File: src/design/sfv_pkg.sv
// ----------------------------------------------------------------------------
// sfv_pkg
// Shared types and constants for the sensor frame validator: frame layout,
// header bytes, verdict codes and the result bundle.
// ----------------------------------------------------------------------------
package sfv_pkg;

    // Verdict codes, in check priority order after VERDICT_VALID
    typedef enum logic [1:0] {
        VERDICT_VALID    = 2'd0,
        VERDICT_HDR_ERR  = 2'd1,
        VERDICT_STAT_ERR = 2'd2,
        VERDICT_SUM_ERR  = 2'd3
    } verdict_t;

    // Frame kinds as sampled on the first byte
    localparam logic KIND_DATA = 1'b0;
    localparam logic KIND_CONF = 1'b1;

    // Index of the last byte and of the check-word high byte per kind
    localparam logic [3:0] DATA_LAST  = 4'd15;
    localparam logic [3:0] DATA_CHK_HI = 4'd14;
    localparam logic [3:0] CONF_LAST  = 4'd6;
    localparam logic [3:0] CONF_CHK_HI = 4'd5;

    // Status byte positions
    localparam logic [3:0] DATA_STAT_A = 4'd6;
    localparam logic [3:0] DATA_STAT_B = 4'd7;
    localparam logic [3:0] CONF_STAT   = 4'd4;

    // Header length in bytes
    localparam logic [3:0] HDR_LEN = 4'd4;

    // Header words, first byte in the top lane
    localparam logic [31:0] DATA_HDR = 32'hAA07_080A;
    localparam logic [31:0] CONF_HDR = 32'hAA00_5001;

    // One verdict leaving the tracker
    typedef struct packed {
        logic     emit;
        verdict_t verdict;
        logic     config_done;
    } sfv_result_t;

    // Expected header byte for a kind and a header position
    function automatic logic [7:0] hdr_byte(input logic kind, input logic [1:0] pos);
        logic [31:0] word;
        word = (kind == KIND_CONF) ? CONF_HDR : DATA_HDR;
        case (pos)
            2'd0:    hdr_byte = word[31:24];
            2'd1:    hdr_byte = word[23:16];
            2'd2:    hdr_byte = word[15:8];
            default: hdr_byte = word[7:0];
        endcase
    endfunction

endpackage

File: src/design/sfv_if.sv
// ----------------------------------------------------------------------------
// sfv_if
// Valid/ready channels of the validator: the byte stream in and the
// verdict stream out.
// ----------------------------------------------------------------------------
interface sfv_byte_if;
    logic       valid;
    logic       ready;
    logic [7:0] rx_byte;
    logic       frame_start;
    logic       frame_kind;

    modport source (output valid, output rx_byte, output frame_start,
                    output frame_kind, input ready);
    modport sink   (input valid, input rx_byte, input frame_start,
                    input frame_kind, output ready);
endinterface

interface sfv_verdict_if;
    logic       valid;
    logic       ready;
    logic [1:0] verdict;
    logic       config_done;

    modport source (output valid, output verdict, output config_done, input ready);
    modport sink   (input valid, input verdict, input config_done, output ready);
endinterface

File: src/design/sfv_tracker.sv
// ----------------------------------------------------------------------------
// sfv_tracker
// Frame state: byte index, header match, status OR, running sum and check
// byte. Consumes one registered byte per step and forms the verdict on the
// last byte of a frame.
// ----------------------------------------------------------------------------
module sfv_tracker
    import sfv_pkg::*;
(
    input  logic        clk,
    input  logic        rst_n,
    input  logic        step,
    input  logic [7:0]  rx_byte,
    input  logic        frame_start,
    input  logic        frame_kind,
    output sfv_result_t result
);

    logic [3:0]  idx_reg, idx_next;
    logic        kind_reg, kind_next;
    logic        in_frame_reg, in_frame_next;
    logic        hdr_ok_reg, hdr_ok_next;
    logic [7:0]  stat_reg, stat_next;
    logic [15:0] sum_reg, sum_next;
    logic [7:0]  chk_hi_reg, chk_hi_next;
    logic        cfg_seen_reg, cfg_seen_next;

    logic        active;
    logic        kind_eff;
    logic [3:0]  idx_eff;
    logic        hdr_ok_base;
    logic [7:0]  stat_base;
    logic [15:0] sum_base;
    logic [7:0]  chk_hi_base;
    logic [3:0]  last_idx;
    logic [3:0]  chk_idx;
    logic        is_status;
    logic        is_last;
    verdict_t    verdict;

    // Open a fresh frame on a start byte, else continue the open one
    always_comb
    begin
        active      = frame_start || in_frame_reg;
        kind_eff    = frame_start ? frame_kind : kind_reg;
        idx_eff     = frame_start ? '0 : idx_reg;
        hdr_ok_base = frame_start ? 1'b1 : hdr_ok_reg;
        stat_base   = frame_start ? '0 : stat_reg;
        sum_base    = frame_start ? '0 : sum_reg;
        chk_hi_base = frame_start ? '0 : chk_hi_reg;
        last_idx    = (kind_eff == KIND_CONF) ? CONF_LAST : DATA_LAST;
        chk_idx     = (kind_eff == KIND_CONF) ? CONF_CHK_HI : DATA_CHK_HI;
        is_last     = (idx_eff == last_idx);
        if (kind_eff == KIND_CONF)
        begin
            is_status = (idx_eff == CONF_STAT);
        end
        else
        begin
            is_status = (idx_eff == DATA_STAT_A) || (idx_eff == DATA_STAT_B);
        end
    end

    // Update header, status, sum and check byte, then form the verdict
    always_comb
    begin
        hdr_ok_next   = hdr_ok_base;
        stat_next     = stat_base;
        sum_next      = sum_base;
        chk_hi_next   = chk_hi_base;
        idx_next      = idx_reg;
        kind_next     = kind_reg;
        in_frame_next = in_frame_reg;
        cfg_seen_next = cfg_seen_reg;
        verdict       = VERDICT_VALID;

        if (idx_eff < HDR_LEN && rx_byte != hdr_byte(kind_eff, idx_eff[1:0]))
        begin
            hdr_ok_next = 1'b0;
        end
        if (is_status)
        begin
            stat_next = stat_base | rx_byte;
        end
        if (idx_eff < chk_idx)
        begin
            sum_next = sum_base + {8'd0, rx_byte};
        end
        else if (idx_eff == chk_idx)
        begin
            chk_hi_next = rx_byte;
        end

        if (!hdr_ok_next)
        begin
            verdict = VERDICT_HDR_ERR;
        end
        else if (stat_next != '0)
        begin
            verdict = VERDICT_STAT_ERR;
        end
        else if (sum_next != {chk_hi_next, rx_byte})
        begin
            verdict = VERDICT_SUM_ERR;
        end

        if (active)
        begin
            kind_next = kind_eff;
            if (is_last)
            begin
                in_frame_next = 1'b0;
                idx_next      = '0;
                if (verdict == VERDICT_VALID && kind_eff == KIND_CONF)
                begin
                    cfg_seen_next = 1'b1;
                end
            end
            else
            begin
                in_frame_next = 1'b1;
                idx_next      = idx_eff + 4'd1;
            end
        end
        else
        begin
            hdr_ok_next = hdr_ok_reg;
            stat_next   = stat_reg;
            sum_next    = sum_reg;
            chk_hi_next = chk_hi_reg;
        end

        result.emit        = active && is_last;
        result.verdict     = verdict;
        result.config_done = cfg_seen_next;
    end

    // Hold frame state, advance on each step
    always_ff @(posedge clk or negedge rst_n)
    begin
        if (!rst_n)
        begin
            idx_reg      <= '0;
            kind_reg     <= 1'b0;
            in_frame_reg <= 1'b0;
            hdr_ok_reg   <= 1'b1;
            stat_reg     <= '0;
            sum_reg      <= '0;
            chk_hi_reg   <= '0;
            cfg_seen_reg <= 1'b0;
        end
        else if (step)
        begin
            idx_reg      <= idx_next;
            kind_reg     <= kind_next;
            in_frame_reg <= in_frame_next;
            hdr_ok_reg   <= hdr_ok_next;
            stat_reg     <= stat_next;
            sum_reg      <= sum_next;
            chk_hi_reg   <= chk_hi_next;
            cfg_seen_reg <= cfg_seen_next;
        end
    end

endmodule

File: src/design/sfv_out_stage.sv
// ----------------------------------------------------------------------------
// sfv_out_stage
// Result register: holds one verdict until the sink takes it and tells the
// upstream stage whether it may advance.
// ----------------------------------------------------------------------------
module sfv_out_stage
    import sfv_pkg::*;
(
    input  logic           clk,
    input  logic           rst_n,
    input  logic           step,
    input  sfv_result_t    result,
    output logic           can_step,
    sfv_verdict_if.source  res
);

    logic       valid_reg;
    verdict_t   verdict_reg;
    logic       cfg_done_reg;

    // Free when empty or when the held verdict leaves this cycle
    assign can_step = !valid_reg || res.ready;

    // Load a new verdict, drop the old one after its transfer
    always_ff @(posedge clk or negedge rst_n)
    begin
        if (!rst_n)
        begin
            valid_reg <= 1'b0;
        end
        else if (step && result.emit)
        begin
            valid_reg <= 1'b1;
        end
        else if (res.ready)
        begin
            valid_reg <= 1'b0;
        end
    end

    always_ff @(posedge clk)
    begin
        if (step && result.emit)
        begin
            verdict_reg  <= result.verdict;
            cfg_done_reg <= result.config_done;
        end
    end

    assign res.valid       = valid_reg;
    assign res.verdict     = verdict_reg;
    assign res.config_done = cfg_done_reg;

endmodule

File: src/design/sensor_frame_validator.sv
// ----------------------------------------------------------------------------
// sensor_frame_validator
// Checks serial sensor frames byte by byte and reports one verdict per
// complete frame (header, status, 16-bit additive checksum).
//
//   channel | dir | payload                           | transfer gives
//   rx      | in  | rx_byte, frame_start, frame_kind  | one frame byte
//   res     | out | verdict, config_done              | verdict of one frame
//
// One byte per cycle sustained while res does not stall. A byte waits in the input
// register and is folded into the frame state when it steps; on that same step the frame's
// verdict is loaded into the result register that drives res. rx.ready follows res.ready
// combinationally while a verdict is held and the input register is full.
// Reset clears the frame state; config_done starts low.
// ----------------------------------------------------------------------------
module sensor_frame_validator
    import sfv_pkg::*;
(
    input  logic          clk,
    input  logic          rst_n,
    sfv_byte_if.sink      rx,
    sfv_verdict_if.source res
);

    logic        s1_valid_reg;
    logic [7:0]  s1_byte_reg;
    logic        s1_start_reg;
    logic        s1_kind_reg;
    logic        can_step;
    logic        step;
    sfv_result_t result;

    // Advance the held byte when the result register can take its verdict
    assign step     = s1_valid_reg && can_step;
    assign rx.ready = !s1_valid_reg || can_step;

    // Input register
    always_ff @(posedge clk or negedge rst_n)
    begin
        if (!rst_n)
        begin
            s1_valid_reg <= 1'b0;
        end
        else if (rx.ready)
        begin
            s1_valid_reg <= rx.valid;
        end
    end

    always_ff @(posedge clk)
    begin
        if (rx.valid && rx.ready)
        begin
            s1_byte_reg  <= rx.rx_byte;
            s1_start_reg <= rx.frame_start;
            s1_kind_reg  <= rx.frame_kind;
        end
    end

    sfv_tracker u_tracker (
        .clk         (clk),
        .rst_n       (rst_n),
        .step        (step),
        .rx_byte     (s1_byte_reg),
        .frame_start (s1_start_reg),
        .frame_kind  (s1_kind_reg),
        .result      (result)
    );

    sfv_out_stage u_out (
        .clk      (clk),
        .rst_n    (rst_n),
        .step     (step),
        .result   (result),
        .can_step (can_step),
        .res      (res)
    );

endmodule

File: src/flat_wrapper.sv
// flat-port wrapper written by rule: the top's interface ports become plain ports
module sensor_frame_validator_flat import sfv_pkg::*;
  (clk, rst_n, rx_valid, rx_rx_byte, rx_frame_start, rx_frame_kind, rx_ready, res_valid, res_verdict, res_config_done, res_ready);
  sfv_byte_if rx_i ();
  sfv_verdict_if res_i ();
  input  logic clk;
  input  logic rst_n;
  input wire logic [$bits(rx_i.valid)-1:0] rx_valid;
  input wire logic [$bits(rx_i.rx_byte)-1:0] rx_rx_byte;
  input wire logic [$bits(rx_i.frame_start)-1:0] rx_frame_start;
  input wire logic [$bits(rx_i.frame_kind)-1:0] rx_frame_kind;
  output wire logic [$bits(rx_i.ready)-1:0] rx_ready;
  output wire logic [$bits(res_i.valid)-1:0] res_valid;
  output wire logic [$bits(res_i.verdict)-1:0] res_verdict;
  output wire logic [$bits(res_i.config_done)-1:0] res_config_done;
  input wire logic [$bits(res_i.ready)-1:0] res_ready;
  assign rx_i.valid = rx_valid;
  assign rx_i.rx_byte = rx_rx_byte;
  assign rx_i.frame_start = rx_frame_start;
  assign rx_i.frame_kind = rx_frame_kind;
  assign rx_ready = rx_i.ready;
  assign res_valid = res_i.valid;
  assign res_verdict = res_i.verdict;
  assign res_config_done = res_i.config_done;
  assign res_i.ready = res_ready;
  sensor_frame_validator u_core (.clk(clk), .rst_n(rst_n), .rx(rx_i), .res(res_i));
endmodule
File: config.mk
export PLATFORM = sky130hd
export DESIGN_NAME = sensor_frame_validator_flat
export DESIGN_NICKNAME = d
export VERILOG_FILES = /design/src/design/sfv_pkg.sv /design/src/design/sfv_if.sv /design/src/design/sfv_tracker.sv /design/src/design/sfv_out_stage.sv /design/src/design/sensor_frame_validator.sv /design/src/flat_wrapper.sv
export SDC_FILE = /design/constraint.sdc
export NUM_CORES = 1
export LEC_CHECK = 0
export ABC_AREA = 1
export BUFFER_PORTS_ARGS = -buffer_cell sky130_fd_sc_hd__buf_2
export CORE_UTILIZATION = 57
export CTS_CLUSTER_DIAMETER = 60
export DETAILED_ROUTE_END_ITERATION = 16
export HOLD_SLACK_MARGIN = 0.02
export PLACE_DENSITY_LB_ADDON = 0.1
export SLEW_MARGIN = 20
export SYNTH_ARGS = -nofsm -noshare
export SYNTH_HDL_FRONTEND = slang
export SYNTH_SLANG_ARGS = --single-unit
File: constraint.sdc
create_clock -name clk -period 3.85 [get_ports clk]
set_input_delay 0.5775 -clock clk [delete_from_list [all_inputs] [get_ports clk]]
set_output_delay 0.5775 -clock clk [all_outputs]
set_load 0.05 [all_outputs]
==> reports/metrics.yaml, run 1 <==
outcome: "completed"
antenna_found_initial: 0
p_seq_share_pct: 43.0
htree_levels: 2
crit_arrival_ns: 3.44
grt_usage_pct: 27.2
leakagePower_nw: 2.03
p_per_area_mw_per_mm2: 410
synth_seq_area_share_pct: 37.5
ir_worst_vdd_mv: 0.234
drt_iter0_markers: 278
cts.sinks: 55
wl_met3_um: 418
ctsHoldBuffers: 0
end_kind: "register"
cts_resized: 0
dieArea_mm2: 0.00708
viasPerCell: 5.44
grt_max_degree: 43
wl_met1_um: 4150
drc_errors: 0
worstSetupStartpointType: "register"
place_area_mm2: 0.00397
antenna-diode-count: 0
netlist_instances: 530
final_nets: 572
drt_first_pass_iters: 5
async_flop_share_pct: 76.4
finClkSkew_ns: 0.0179
yosys_warnings: 0
fmaxAchievable_mhz: 299
syn-num-nets: 558
yosys-top-cells-count: "nand2_1, inv_1, nand3_1, o21ai_0, dfrtp_1"
critical_path.max_stage_delay_ns: 0.48
reg2regPathDepth: 19
cp_data_required_time_ns: 3.95
top_layer: "met4"
utilization_pct: 63.3
synth-seq-cells: 55
worst_path_most_repeated_cell: "nand2_1"
synth_cell_type_count: 44
final_area_mm2: 0.00406
root_buffer: "clkbuf_8"
clockPowerShare_pct: 20.6
cp_max_fo: 27
core_mm2: 0.00642
area_growth_pct: 5.63
yosys.area.top_type: "dfrtp_1"
rows: 29
synth.area.top_cells: "dfrtp_1, nand2_1, edfxtp_1"
postRouteAntennaNets: 0
worst_pin_slew_ns: 0.613
die_w_um: 84.1
num_io_pins: 19
p_sw_mw: 0.664
setup_viol: 0
power_frac_comb_pct: 36.4
fin_ws_ns: 0.511
hold_viol: 0
max_slew_margin_pct: 59.1
wl_um: 8690
synth_area_mm2: 0.00385
yosysMostFrequentCell: "nand2_1"
avgSynthCellArea_um2: 7.26
pre_cts_slack_ns: 0.530
first_global_vias: 3255
die_y_um: 84.1
slew_viol_final: 0
dp.cells: 614
cts_buffer_depth: 2
layout_worst_path_cycle_share_pct: 86.7
gp_congestion: 0.933
clk-insertion-delay-late_ns: 0.32
switching_share_pct: 39.9
synth-edff-count: 13
ys.flop_type: "dfrtp_1"
initial_core_util_pct: 59.9
grt-ovfl-total: 0
rsz0062_at_grt: "false"
met2_length_um: 3980
hp-class: "primary input to async pin"
critPathKind: "register to register"
p_int_mw: 1.00
io_buffers: 18
largest_reg_flops: 16
slowest_stage: "edfxtp_1"
power.total_mw: 1.67
finalNonFillerCells: 622
hold_ws_ns: 0.231
period_needed_ns: 3.34
post_cts_buffers: 0
clkTransAtPathRegs_ns: 0.12
synth_top_cell_area_share_pct: 26.7
via_count: 3384
layout-drive-gt1-share_pct: 11.4
path_cells: "buf_4 -> nor2_1 -> ha_1 -> nand2_1 -> nand2_1 -> nand2_4 -> nand2_8 -> nand2_4 -> nor2_1 -> a31oi_1 -> inv_1 -> nand2_1 -> nand2_1 -> nor2_1 -> nand3_1 -> nor2_2 -> nand3_1 -> nand2_1 -> inv_1"
cts-buffers-inserted: 5
place_hpwl_um: 6450
drv_cap: 0
grt_pass1_wl_um: 15400
cts_tree: "yes"
fin_tns_setup_ns: 0
routedWlPerCell_um: 14.0
==> cells by family (layout without fill, tap and decap cells) <==
group | count (synthesis) | in the layout | synth area share (%)
AND/OR/NAND/NOR | 288 | 288 | 34.6
adder cells (fa/ha/maj) | 14 | 14 | 4.75
AO/OA/AOI/OAI | 70 | 70 | 10.3
flip-flops | 55 | 55 | 37.5
buffers and inverters | 92 | 107 | 10.3
XOR/XNOR | 11 | 11 | 2.51
==> per-layer routing <==
layer | global-route usage [%] | up-vias
met5 | 0 | -
met4 | 8.15 | 0
met3 | 3.54 | 13
met2 | 43.3 | 99
met1 | 39.2 | 1536
li1 | - | 1736
==> power groups by stage <==
stage	Combinational (mW)	Sequential [mW]	Clock (mW)
floorplan	0.478	0.713	0
global placement	0.589	0.724	0
detailed placement	0.601	0.727	0
CTS	0.604	0.715	0.356
global route	0.703	0.724	0.377
finish	0.607	0.716	0.343
==> final cells by class <==
type                    count  area (µm²)
fillers                   582        2360
multi-input cells         383        2010
flip-flops and latches     55        1440
inverters                  77         297
repair buffers             22         123
well taps                  77        96.3
clock buffers               5        68.8
clock inverters             3        26.3
==> cell usage in the layout, fill, tap and decap left out, drive strengths merged, types with 2 or more instances in the layout <==
master	count
nor3	5
nand3	58
xor2	8
buf	22
dfrtp	41
nand2	173
o21ai	51
ha	13
a31oi	2
xnor2	3
edfxtp	13
o21a	2
clkbuf	5
nand4	4
nor2	37
a21oi	3
o22ai	10
nand3b	5
inv	78
clkinv	2
nor4	4
==> final timing paths <==
path                                                      startpoint                                         end  slack [ns]
min reg2reg                u_core.u_tracker.in_frame_reg$_DFFE_PN0P_   u_core.u_tracker.in_frame_reg$_DFFE_PN0P_        0.49
max reg2reg                            u_core.s1_start_reg$_DFFE_PP_       u_core.u_out.res.verdict[1]$_DFFE_PP_        0.51
min in group clk                                       rx_rx_byte[5]             u_core.s1_byte_reg[5]$_DFFE_PP_        0.43
max                                    u_core.s1_start_reg$_DFFE_PP_       u_core.u_out.res.verdict[1]$_DFFE_PP_        0.51
max in group asynchronous                                      rst_n     u_core.u_tracker.sum_reg[1]$_DFFE_PN0P_        3.24
min                                                            rst_n  u_core.u_tracker.chk_hi_reg[3]$_DFFE_PN0P_        0.23
==> critical path: cells and delay by family, from the launching register on <==
| kind | cells | cell delay [ns] |
|---|---|---|
| AND/OR/NAND/NOR | 14 | 1.66 |
| flip-flops | 1 | 0.48 |
| buffers and inverters | 3 | 0.39 |
| adder cells (fa/ha/maj) | 1 | 0.33 |
| AO/OA/AOI/OAI | 1 | 0.26 |
No activity file was read; power rests on OpenSTA's default activity.
==> run 2: changes to the inputs <==
Settings changed: CORE_MARGIN set to 4.
==> run 2 against run 1 <==
  * Via count grew 1.1%
  * Clock power rose by 1%
  * Non-clock buffer count rose by 1
  * Critical path depth is the same
  * Worst setup slack worse by 0.0055 ns
  * Sequential share of layout area is 0.087 points lower
  * Clock skew shrank 0.0072 ns
  * Critical endpoint unchanged
  * Highest routed layer unchanged
==> reports/metrics.yaml, run 2 (same netlist as run 1, synthesis figures left out) <==
outcome: "completed"
clkTransAtPathRegs_ns: 0.10  # -0.02 ns
slowest_stage: "edfxtp_1"
largest_reg_flops: 16  # unchanged
cts-buffers-inserted: 5  # unchanged
num_io_pins: 19  # unchanged
max_slew_margin_pct: 37.4  # -22 points
power_frac_comb_pct: 36.4  # about the same
rows: 29  # unchanged
p_sw_mw: 0.639  # -3.7%
setup_viol: 0  # unchanged
p_int_mw: 1.03  # +3.1%
wl_um: 8850  # +1.9%
finClkSkew_ns: 0.0107  # -0.00717 ns
final_area_mm2: 0.00407  # +0.25%
crit_family: "simple AND/OR/NAND/NOR gates"
postRouteAntennaNets: 0  # unchanged
via_count: 3422  # +1.1%
place_area_mm2: 0.00397  # +0.19%
period_needed_ns: 3.34  # +0.00552 ns
hp-class: "primary input to async pin"
drc_errors: 0  # unchanged
grt_usage_pct: 22.2  # -5.0 points
fmaxAchievable_mhz: 299  # -0.16%
dieArea_mm2: 0.00813  # +15%
place_hpwl_um: 6740  # +4.5%
cp_data_required_time_ns: 3.93  # -0.02 ns
layout-drive-gt1-share_pct: 11.4  # -0.021 points
die_w_um: 90.1  # +7.1%
drt_iter0_markers: 233  # -16%
cts_tree: "yes"
leakagePower_nw: 2.04  # +0.31%
critical_path.max_stage_delay_ns: 0.51  # +0.03 ns
critPathKind: "register to register"
worst_path_most_repeated_cell: "nand2_1"
core_mm2: 0.00646  # +0.56%
viasPerCell: 5.49  # +0.96%
top_layer: "met4"
grt_pass1_wl_um: 14900  # -3.0%
final_nets: 573  # +0.17%
grt_max_degree: 43  # unchanged
critPathBufInv: 3  # unchanged
layout_common_cells: "nand2_1, inv_1, nand3_1, o21ai_0, dfrtp_1"
ctsHoldBuffers: 0  # unchanged
cts.sinks: 55  # unchanged
antenna-diode-count: 0  # unchanged
cts_buffer_depth: 2  # unchanged
grt-ovfl-total: 0  # unchanged
root_buffer: "clkbuf_8"
rsz0062_at_grt: "false"
drv_cap: 0  # unchanged
crit_arrival_ns: 3.42  # -0.02 ns
routedWlPerCell_um: 14.2  # +1.7%
path_cells: "buf_4 -> nor2_1 -> ha_1 -> nand2_1 -> nand2_1 -> nand2_4 -> nand2_8 -> nand2_4 -> nor2_1 -> a31oi_1 -> inv_1 -> nand2_1 -> nand2_1 -> nor2_1 -> nand3_1 -> nor2_2 -> nand3_1 -> nand2_1 -> inv_1"
worstSetupStartpointType: "register"
layout_worst_path_cycle_share_pct: 86.9  # +0.14 points
die_y_um: 90.1  # +7.1%
cp_max_fo: 16  # -41%
post_cts_buffers: 0  # unchanged
mostFrequentLayoutCell: "nand2_1"
worst_pin_slew_ns: 0.939  # +0.326 ns
fillers: 577  # -0.86%
switching_share_pct: 38.2  # -1.6 points
slew_viol_final: 0  # unchanged
antenna_found_initial: 0  # unchanged
drt_first_pass_iters: 5  # unchanged
p_per_area_mw_per_mm2: 411  # +0.16%
area_growth_pct: 5.89
met2_length_um: 4230  # +6.2%
htree_levels: 2  # unchanged
p_seq_share_pct: 42.8  # -0.2 points
ir_worst_vdd_mv: 0.290  # +24%
io_buffers: 18  # unchanged
clockPowerShare_pct: 20.8  # +0.2 points
end_kind: "register"
clk-insertion-delay-late_ns: 0.30  # -0.02 ns
first_global_vias: 3199  # -1.7%
wl_met3_um: 478  # +14%
wl_met1_um: 3940  # -5.1%
cts_resized: 0  # unchanged
gp_congestion: 0.923  # -1.1%
initial_core_util_pct: 59.6  # -0.34 points
hold_viol: 0  # unchanged
fin_tns_setup_ns: 0  # unchanged
run 2: layout make-up:
cell class	count	area [µm²]	share of cell area, %
Multi-Input combinational cell	383	2010	49.3
Inverter	77	297	7.28
Sequential cell	55	1440	35.4
Timing Repair Buffer	23	128	3.13
Tap cell	77	96.3	2.37
Clock buffer	8	100	2.46
run 2: per-layer routing:
metal,global-route usage (%),vias up
met5,0,-
met2,38.0,109
li1,-,1730
met3,2.75,21
met1,28.9,1562
met4,7.91,0
run 2: stage by stage:
stage | utilization (%) | setup WS, ns | instances | power (mW) | hold WS (ns)
final | 63.1 | 0.505 | 623 | 1.67 | 0.399
after global routing | 63.1 | 0.198 | 623 | 1.80 | 0.429
after CTS | 63.1 | 0.554 | 623 | 1.68 | 0.435
after detailed placement | 61.5 | 0.580 | 615 | 1.33 | 0.459
after global placement | 61.5 | 0.669 | 615 | 1.32 | 0.458
after floorplan | - | 0.850 | 530 | 1.19 | 0.282
run 2: power groups by stage:
stage                     sequential (mW)  combinational [mW]  clock, mW
after floorplan                     0.713               0.478          0
final                               0.716               0.609      0.348
after global routing                0.726               0.696      0.376
after CTS                           0.716               0.606      0.356
after detailed placement            0.728               0.603          0
after global placement              0.725               0.591          0
run 2: worst register-to-register path: stages (launching register included):
cell	delay, ns
edfxtp_1	0.51
buf_4	0.23
nor2_1	0.36
ha_1	0.33
nand2_1	0.08
nand2_1	0.10
nand2_4	0.13
nand2_8	0.11
nand2_4	0.17
nor2_1	0.06
a31oi_1	0.27
inv_1	0.08
nand2_1	0.07
nand2_1	0.04
nor2_1	0.12
nand3_1	0.10
nor2_2	0.16
nand3_1	0.09
nand2_1	0.07
inv_1	0.03
run 2: path summary, 6_finish.rpt:
kind,slack (ns),cells after the start,from,endpoint
hold reg to reg,0.49,1,u_core.u_tracker.cfg_seen_reg$_DFFE_PN0P_,u_core.u_tracker.cfg_seen_reg$_DFFE_PN0P_
setup / recovery,0.51,19,u_core.s1_start_reg$_DFFE_PP_,u_core.u_out.res.verdict[1]$_DFFE_PP_
min in group clk,0.44,1,rx_rx_byte[7],u_core.s1_byte_reg[7]$_DFFE_PP_
max in group asynchronous,2.85,1,rst_n,u_core.u_tracker.sum_reg[3]$_DFFE_PN0P_
setup reg to reg,0.51,19,u_core.s1_start_reg$_DFFE_PP_,u_core.u_out.res.verdict[1]$_DFFE_PP_
hold / removal,0.40,1,rst_n,u_core.u_tracker.sum_reg[6]$_DFFE_PN0P_
==> run 3: changes to the inputs <==
Settings changed: CORE_UTILIZATION 57 to 56.
Clock period 3.85 ns to 2.9 ns, I/O delays scaled along.
==> run 3 against run 2 <==
  * Maximum frequency up 18%
  * Register-to-register slack worse by 0.45 ns
  * Die area up 1.6%
  * Sequential cell count unchanged
  * Global-route usage up 1.7 points
  * Worst setup slack worse by 0.45 ns
==> reports/metrics.yaml, run 3 (same netlist as run 1, synthesis figures left out) <==
grt-ovfl-total: 0  # unchanged
path_cells: "inv_8 -> nand2_4 -> o21ai_4 -> inv_4 -> ha_4 -> nand3_4 -> inv_4 -> nand2_8 -> nand2_8 -> nand2_1 -> nand3_1 -> nand2_2 -> nor2_2 -> nand3_1 -> nor2_1 -> nand2_1 -> nor2_2 -> nand3_2 -> nor2_4 -> nand2_1 -> nand2_1 -> nand2_1"
switching_share_pct: 41.8  # +3.6 points
p_sw_mw: 1.08  # +68%
cts.sinks: 55  # unchanged
num_io_pins: 19  # unchanged
layout-drive-gt1-share_pct: 28.8  # +17 points
fmaxAchievable_mhz: 352  # +18%
max_slew_margin_pct: 61.2  # +24 points
mostFrequentLayoutCell: "nand2_1"
setup_viol: 0  # unchanged
critical_path.max_stage_delay_ns: 0.50  # about the same
critPathKind: "register to register"
first_global_vias: 3363  # +5.1%
drv_cap: 0  # unchanged
wl_um: 10400  # +17%
io_buffers: 18  # unchanged
clkTransAtPathRegs_ns: 0.12  # +0.02 ns
postRouteAntennaNets: 0  # unchanged
final_nets: 610  # +6.5%
worst_path_most_repeated_cell: "nand2_1"
layout_common_cells: "nand2_1, inv_1, nand3_1, dfrtp_1, o21ai_0"
via_count: 3687  # +7.7%
largest_reg_flops: 16  # unchanged
end_kind: "register"
grt_pass1_wl_um: 16100  # +7.9%
dp.cells: 638  # +3.7%
period_needed_ns: 2.84  # -0.500 ns
grt_usage_pct: 23.9  # +1.7 points
gp_congestion: 0.918  # -0.52%
initial_core_util_pct: 59.2  # -0.33 points
power.total_mw: 2.57  # +54%
grt_max_degree: 43  # unchanged
hold_viol: 0  # unchanged
routedWlPerCell_um: 15.7  # +11%
ir_worst_vdd_mv: 0.370  # +28%
rows: 29  # unchanged
p_per_area_mw_per_mm2: 540  # +31%
outcome: "completed"
die_w_um: 90.9  # +0.81%
crit_family: "simple AND/OR/NAND/NOR gates"
regArea_mm2: 0.00144  # unchanged
core_mm2: 0.00649  # +0.56%
fillers: 488  # -15%
place_hpwl_um: 6820  # +1.1%
rsz0062_at_grt: "true"
htree_levels: 2  # unchanged
multi_input_area_mm2: 0.00238  # +19%
worstSetupStartpointType: "register"
finalNonFillerCells: 660  # +5.9%
root_buffer: "clkbuf_8"
antenna-diode-count: 0  # unchanged
drt_first_pass_iters: 5  # unchanged
slew_viol_final: 0  # unchanged
worst_pin_slew_ns: 0.583  # -0.357 ns
layout_worst_path_cycle_share_pct: 98.1  # +11 points
drc_errors: 0  # unchanged
cts_buffer_depth: 2  # unchanged
dieArea_mm2: 0.00826  # +1.6%
p_seq_share_pct: 37.3  # -5.5 points
viasPerCell: 5.59  # +1.7%
cp_max_fo: 6  # -10
leakagePower_nw: 2.27  # +11%
cts-buffers-inserted: 5  # unchanged
drt_iter0_markers: 246  # +5.6%
antenna_found_initial: 0  # unchanged
die_y_um: 90.9  # +0.81%
cp_data_required_time_ns: 2.99  # -0.94 ns
utilization_pct: 73.3  # +10 points
clockPowerShare_pct: 18.7  # -2.1 points
slowest_stage: "edfxtp_1"
p_int_mw: 1.50  # +45%
finClkSkew_ns: 0.0120  # +0.00126 ns
area_growth_pct: 23.8
power_frac_comb_pct: 44.0  # +7.6 points
crit_arrival_ns: 2.94  # -0.48 ns
fin_tns_setup_ns: 0  # unchanged
clk-insertion-delay-late_ns: 0.32  # +0.02 ns
critPathBufInv: 3  # unchanged
hp-class: "primary input to async pin"
cts_tree: "yes"
run 3: cell types whose count changed in the layout (fill, tap and decap cells not counted), sizes merged:
cell      change
nand2         +1
clkinvlp      +1
inv           +2
clkbuf        -3
buf          +36
run 3: per-stage QoR:
| stage | hold slack, ns | setup slack (ns) | cell area (µm²) |
|---|---|---|---|
| 6_report | 0.0939 | 0.0554 | 4760 |
| 5_1_grt | 0.138 | -0.114 | 4760 |
| 4_1_cts | 0.284 | 0.0000175 | 4340 |
| 3_5_place_dp | 0.460 | -0.0445 | 4150 |
| 3_3_place_gp | 0.455 | 0.0402 | 4150 |
| 2_1_floorplan | 0.139 | 0.00296 | 3850 |
run 3: cell type report:
type                            count  share of cell area, %
Tap cell                           77                   2.02
Clock buffer                        5                   1.44
Timing Repair Buffer               59                   9.14
Multi-Input combinational cell    384                   50.0
Clock inverter                      3                  0.657
Inverter                           77                   6.41
Sequential cell                    55                   30.3
run 3: power by group through the flow:
stage / clock, mW / combinational, mW / sequential, mW
after CTS: 0.487 / 0.894 / 0.948
after global placement: 0 / 0.834 / 0.961
after floorplan: 0 / 0.634 / 0.947
after global routing: 0.520 / 1.25 / 0.969
after detailed placement: 0 / 0.852 / 0.964
final: 0.481 / 1.13 / 0.959
run 3: final timing paths:
| kind | startpoint | endpoint | slack, ns | depth (start not counted) |
|---|---|---|---|---|
| worst max-delay path | u_core.s1_start_reg$_DFFE_PP_ | u_core.u_out.res.verdict[0]$_DFFE_PP_ | 0.06 | 22 |
| worst min-delay path | rst_n | u_core.u_tracker.sum_reg[3]$_DFFE_PN0P_ | 0.09 | 1 |
| worst max register to register | u_core.s1_start_reg$_DFFE_PP_ | u_core.u_out.res.verdict[0]$_DFFE_PP_ | 0.06 | 22 |
| worst min register to register | u_core.u_tracker.cfg_seen_reg$_DFFE_PN0P_ | u_core.u_tracker.cfg_seen_reg$_DFFE_PN0P_ | 0.49 | 1 |
| max in group asynchronous | rst_n | u_core.u_tracker.idx_reg[1]$_DFFE_PN0P_ | 2.39 | 1 |
| min in group clk | rx_rx_byte[3] | u_core.s1_byte_reg[3]$_DFFE_PP_ | 0.28 | 1 |
run 3: worst register-to-register path, delay by kind of cell, from the launching register on:
family	cells	cell delay, ns
simple gates	17	1.45
flops	1	0.50
buf+inv	3	0.32
fa+ha+maj	1	0.28
compound gates	1	0.07
run 3: layer usage:
| metal | part of all wire (%) | GRT usage, % |
|---|---|---|
| met1 | 44 | 33.4 |
| met2 | 47 | 38.2 |
| met3 | 6.6 | 3.58 |
| met4 | 3.2 | 7.66 |
| met5 | 0 | 0 |
run 3: timing repair:
action | in CTS | in global routing
endpoints found under the hold margin | 0 | 0
resized for setup | 13 | 89
hold buffers | 0 | 0
endpoints found under the setup margin | 4 | 4
buffers inserted | 4 | 9
cloned | 1 | 0
pin swaps | 6 | 35
